[src/rtl/core/fel_pkg.sv]
package fel_pkg;

    // operation codes
    localparam logic [1:0] OP_ADD   = 2'd0;
    localparam logic [1:0] OP_USE   = 2'd1;
    localparam logic [1:0] OP_FIND  = 2'd2;
    localparam logic [1:0] OP_QUERY = 2'd3;

    // status codes
    localparam logic [2:0] ST_OK        = 3'd0;
    localparam logic [2:0] ST_NOT_FOUND = 3'd1;
    localparam logic [2:0] ST_CONFLICT  = 3'd2;
    localparam logic [2:0] ST_TOO_LARGE = 3'd3;
    localparam logic [2:0] ST_FULL      = 3'd4;

    localparam int START_W  = 32;
    localparam int LEN_W    = 32;
    localparam int AMT_W    = 16;
    localparam int COUNT_W  = 7;

    // sequencer states, one-hot
    typedef enum logic [5:0] {
        S_IDLE  = 6'b000001,
        S_CMP   = 6'b000010,
        S_SEL   = 6'b000100,
        S_EXEC  = 6'b001000,
        S_APPLY = 6'b010000,
        S_DONE  = 6'b100000
    } state_t;

    // per-cell update control
    typedef struct packed {
        logic ld;
        logic shr;
        logic shl;
    } cell_ctl_t;

    // table change decided for one request
    typedef struct packed {
        logic ins;
        logic rem;
        logic wr_pos;
        logic wr_prev;
    } tbl_cmd_t;

endpackage

[src/rtl/core/fel_cell.sv]
module fel_cell
(
    input  logic                              clk,
    input  fel_pkg::cell_ctl_t                ctl,
    input  logic [fel_pkg::START_W-1:0]       ld_start,
    input  logic [fel_pkg::LEN_W-1:0]         ld_len,
    input  logic [fel_pkg::START_W-1:0]       left_start,
    input  logic [fel_pkg::LEN_W-1:0]         left_len,
    input  logic [fel_pkg::START_W-1:0]       right_start,
    input  logic [fel_pkg::LEN_W-1:0]         right_len,
    input  logic                              valid,
    input  logic [fel_pkg::START_W-1:0]       req,
    input  logic [fel_pkg::AMT_W-1:0]         amt,
    output logic [fel_pkg::START_W-1:0]       start,
    output logic [fel_pkg::LEN_W-1:0]         len,
    output logic                              lt,
    output logic                              eq,
    output logic                              fit
);

    logic [fel_pkg::START_W-1:0] start_reg;
    logic [fel_pkg::LEN_W-1:0]   len_reg;

    // entry update: load, take from left, take from right
    always_ff @(posedge clk)
    begin
        if (ctl.ld)
        begin
            start_reg <= ld_start;
            len_reg   <= ld_len;
        end
        else if (ctl.shr)
        begin
            start_reg <= left_start;
            len_reg   <= left_len;
        end
        else if (ctl.shl)
        begin
            start_reg <= right_start;
            len_reg   <= right_len;
        end
    end

    assign start = start_reg;
    assign len   = len_reg;

    // local compares against the broadcast request
    assign lt  = valid && (start_reg < req);
    assign eq  = valid && (start_reg == req);
    assign fit = valid && (len_reg >= {{(fel_pkg::LEN_W-fel_pkg::AMT_W){1'b0}}, amt});

endmodule

[config.mk]
export PLATFORM = sky130hd
export DESIGN_NAME = fel_cell
export DESIGN_NICKNAME = d
export VERILOG_FILES = /design/src/rtl/core/fel_pkg.sv /design/src/rtl/core/fel_cell.sv
export SDC_FILE = /design/constraint.sdc
export NUM_CORES = 1
export LEC_CHECK = 0
export BUFFER_PORTS_ARGS = -buffer_cell sky130_fd_sc_hd__clkbuf_2
export CAP_MARGIN = 10
export CORE_AREA = 2 2 122 124
export CTS_BUF_LIST = sky130_fd_sc_hd__clkbuf_4
export CTS_CLUSTER_DIAMETER = 200
export DETAILED_ROUTE_END_ITERATION = 8
export DIE_AREA = 0 0 124 126
export PLACE_DENSITY = 0.63
export SLEW_MARGIN = 20
export SYNTH_ARGS = -nofsm -noshare
export SYNTH_HDL_FRONTEND = slang
export SYNTH_SLANG_ARGS = --single-unit
[constraint.sdc]
create_clock -name clk -period 3.8 [get_ports clk]
set_clock_uncertainty 0.2 [all_clocks]
set_input_delay 0.76 -clock clk [delete_from_list [all_inputs] [get_ports clk]]
set_output_delay 0.76 -clock clk [all_outputs]
set_load 0.03 [all_outputs]
Word level (Yosys, flattened, before mapping):

Cells that the tools add are included.

* $lt $le $gt $ge: 2
* equal/unequal tests: 1
* muxes and demuxes: 6
* reductions and logical operators: 4

Operators with widths (number)
* $mux 32: 6
* $eq 32x32->1: 1
* $ge 32x16->1: 1
* $lt 32x32->1: 1
* $logic_and 1x1->1: 3
* $reduce_bool 3->1: 1

* register bits after elaboration: 64

Depth between registers and ports, before layout:

* word-level depth: 3
* gate-level depth with buffers: 7
* mapped depth without buffers: 7

Worst setup path before layout:

Ideal clock, no wire load.

* path kind: input to output
* start point: in req[13] (netlist name)
* end point: out lt
* arrival time: 2.523 ns
* required time: 2.840 ns
* setup slack: 0.317 ns
* stages: 7
* buffers on the path: 0
* cells stage by stage: inv_1 -> ha_1 -> a21o_1 -> a21o_1 -> a221o_1 -> or3_1 -> a211oi_2

* cells in the longest elaborated chain, start to end: 2

RTL lines
* start: declaration: RTL line fel_cell.sv:12 `input logic [fel_pkg::START_W-1:0] req,`
* $lt 32x32->1: RTL line fel_cell.sv:48 `assign lt = valid && (start_reg < req);`
* $logic_and 1x1->1: RTL line fel_cell.sv:48
* end: declaration: RTL line fel_cell.sv:16 `output logic lt,`

No other way between the ends.

Worst setup path in the final report:

Same ends and word-level chain as after synthesis.

==> impl_metrics.csv <==
group,metric,value,unit
routing,via_per_inst,4.56,
setup_path,cp_slowest_cell,"or3_1",
layout,final_core_util,44.4,%
routing,drtIter0Drc,137,
timing,period_minus_slack,3.60,ns
min_path,hold_path_end,"start[9]$_DFFE_PP_",
placed_design,port_buffers,311,
setup_path,cp_cell_sequence,"clkbuf_2 > inv_1 > ha_1 > a21o_1 > a21o_1 > a221o_1 > or3_1 > a211oi_2 > clkbuf_2",
synth,synth.area.top_cells,"edfxtp_1 43%, mux2i_1 14%, ha_1 13%",
synth,yosysUniqueCellTypes,28,
clock_network,cts_resized,0,
synth,syn_avg_cell_area,9.85,um^2
synth,synth_edf_count,64,
global_route,grt_use_total,16.5,%
synth,synth.largest_area_cell,"edfxtp_1",
global_route,grt_max_degree,77,
synth,syn-cell-area,4460,um^2
die,ios,312,
layout,num-fill-cells,1464,
power_and_ir_drop,power.switching,0.695,mW
routing,vias,4321,
synth,synth_nets,746,
setup_path,arrival,2.64,ns
timing,hold_viol,0,
routing,wire_per_inst,13.8,um
power_and_ir_drop,pwr-share-comb,33.4,%
timing,finalSetupTns,0,ns
global_route,grt_pass1_vias,4190,
die,num_rows,44,
synth,synth.yosys.seq_area_share,43.1,%
placed_design,gp_congestion,0.803,
power_and_ir_drop,seqPwrFrac,44.9,%
die,die_h,126,um
routing,detail-route-antenna-nets,0,
clock_network,cts.sinks,64,
setup_path,max_stage_delay,0.37,ns
power_and_ir_drop,power_density,323,nW/um^2
clock_network,cts_max_level,3,
die,die_w,124,um
die,start_util,31.2,%
timing,worst_slew_pin_slew,0.770,ns
power_and_ir_drop,power.share.clock,21.7,%
setup_path,crit_buf_inv,3,
setup_path,critPathRequiredTime,2.84,ns
setup_path,startpoint_type,"primary input",
global_route,grt_pass1_wl,19700,um
placed_design,hpwl,11200,um
timing,grt_setup_unrepaired,"false",
placed_design,post-place-ws,0.187,ns
layout,nNetsFinal,1051,
layout,area_growth,42.4,%
setup_path,endpoint_kind,"primary output",
clock_network,cts_setup_buffers,0,
synth,synth_common_cells,"72 x nand2_1, 66 x o21ai_0, 64 x edfxtp_1, 64 x mux2i_1",
die,core,14300,um^2
timing,post-route-period-util,94.8,%
clock_network,clk_pin_slew,0.11,ns
clock_network,ctsHoldBuffers,0,
timing,final-setup-viol-count,0,
flow_run,max-cap-violations,0,
synth,netlist_instances,453,
layout,drive_above_1_share,43.6,%
synth,yosysMostFrequentCell,"nand2_1",
power_and_ir_drop,leakage,3.48,nW
timing,timing.final.ws_setup,0.198,ns
clock_network,cts_buffer_depth,2,
min_path,min_from,"ld_start[9]",
setup_path,crit_family,"compound AO/OA/AOI/OAI gates",
die,dieArea,15600,um^2
power_and_ir_drop,ir_drop,0.134,mV
synth,synth_seq_cells,64,
synth,synth_ff_type,"edfxtp_1",
power_and_ir_drop,swShare,33.8,%
clock_network,numCtsBuffers,9,
min_path,worstHoldPathType,"in -> reg",
routing,dr.pass1.iters,5,
clock_network,cts_tree,"done",
timing,maxSlewHeadroom,48.7,%
synth,ys_warn_count,0,
min_path,hold_depth,3,
global_route,antenna_found_initial,1,
synth,synth_top_area_share,43.1,%
routing,post-route-drc-count,0,
routing,drt_wl_total,13000,um
setup_path,worstPathMaxFanout,2,
status,status,"finished clean",
setup_path,critPathKind,"in -> out",
synth,synth-async-reset-ratio,0,%
timing,fmax,278,MHz
clock_network,clockRootBuffer,"clkbuf_4",
timing,final_max_slew_viol_count,0,
global_route,gr-total-overflow,0,
power_and_ir_drop,p_int,1.36,mW
per-stage QoR:
stage	cells	hold slack (ns)	total power, mW	cell area [um^2]
after floorplan	453	0.747	1.34	4460
after global placement	931	0.841	1.63	6220
after detailed placement	931	0.844	1.64	6220
after CTS	946	0.391	2.09	6350
after global routing	947	0.387	2.20	6350
final	947	0.438	2.05	6350
how the worst max path moves through the flow:
stage	start	endpoint	slack, ns	cells past startpoint
after floorplan	req[13]	lt	0.32	7
after global placement	req[13]	lt	0.21	9
after detailed placement	req[13]	lt	0.19	9
after CTS	start[13]$_DFFE_PP_	lt	0.16	7
after global routing	start[13]$_DFFE_PP_	lt	0.02	7
final	req[13]	lt	0.20	9
cell families after synthesis:
family | after synthesis | share of synthesized area (%)
mux | 64 | 14.4
flops | 64 | 43.1
buf+inv | 69 | 5.97
fa+ha+maj | 48 | 13.5
simple gates | 108 | 10.5
compound gates | 100 | 12.6
per-layer routing:
layer / up-vias / wire [um] / global-route usage [%]
li1: 2246 / - / -
met1: 1885 / 5060 / 18.2
met4: 0 / 166 / 5.16
met5: - / 0 / 0
met2: 179 / 6760 / 30.7
met3: 11 / 1040 / 3.94
power by group through the flow:
stage	Sequential [mW]	Combinational, mW	Clock [mW]
3_5_place_dp	0.941	0.696	0
4_1_cts	0.924	0.698	0.468
6_report	0.922	0.686	0.446
3_3_place_gp	0.937	0.688	0
5_1_grt	0.934	0.764	0.502
2_1_floorplan	1.09	0.250	0
layout by cell type, fill, tap and decap left out, types with 2 or more instances in the layout:
| cell type | synthesis | final |
|---|---|---|
| a211oi_1 | 2 | 2 |
| a21o_1 | 9 | 9 |
| a21oi_1 | 13 | 13 |
| and3_1 | 2 | 2 |
| buf_12 | 0 | 2 |
| buf_4 | 0 | 4 |
| clkbuf_2 | 0 | 309 |
| clkbuf_4 | 0 | 11 |
| edfxtp_1 | 64 | 64 |
| ha_1 | 48 | 48 |
| inv_1 | 48 | 48 |
| mux2i_1 | 64 | 64 |
| nand2_1 | 72 | 72 |
| nand2b_1 | 2 | 2 |
| nand3_1 | 6 | 6 |
| nand4_1 | 8 | 8 |
| nor2_1 | 7 | 7 |
| nor2b_1 | 2 | 2 |
| nor3_1 | 2 | 2 |
| nor4_1 | 5 | 5 |
| o211ai_1 | 3 | 3 |
| o21ai_0 | 66 | 66 |
area by class of cell:
cell class              count  area, um^2  share of cell area (%)
clock inverters             4        46.3                   0.729
diodes                      1        2.50                  0.0394
well taps                 184         230                    3.62
clock buffers              11        82.6                    1.30
repair buffers            315        1620                    25.4
flip-flops and latches     64        1920                    30.2
inverters                  48         180                    2.84
multi-input cells         320        2270                    35.8
worst min-delay path: stages:
cell,delay [ns]
clkbuf_2,0.07
nand2_1,0.04
o21ai_0,0.05
(Power assumes the default switching activity.)
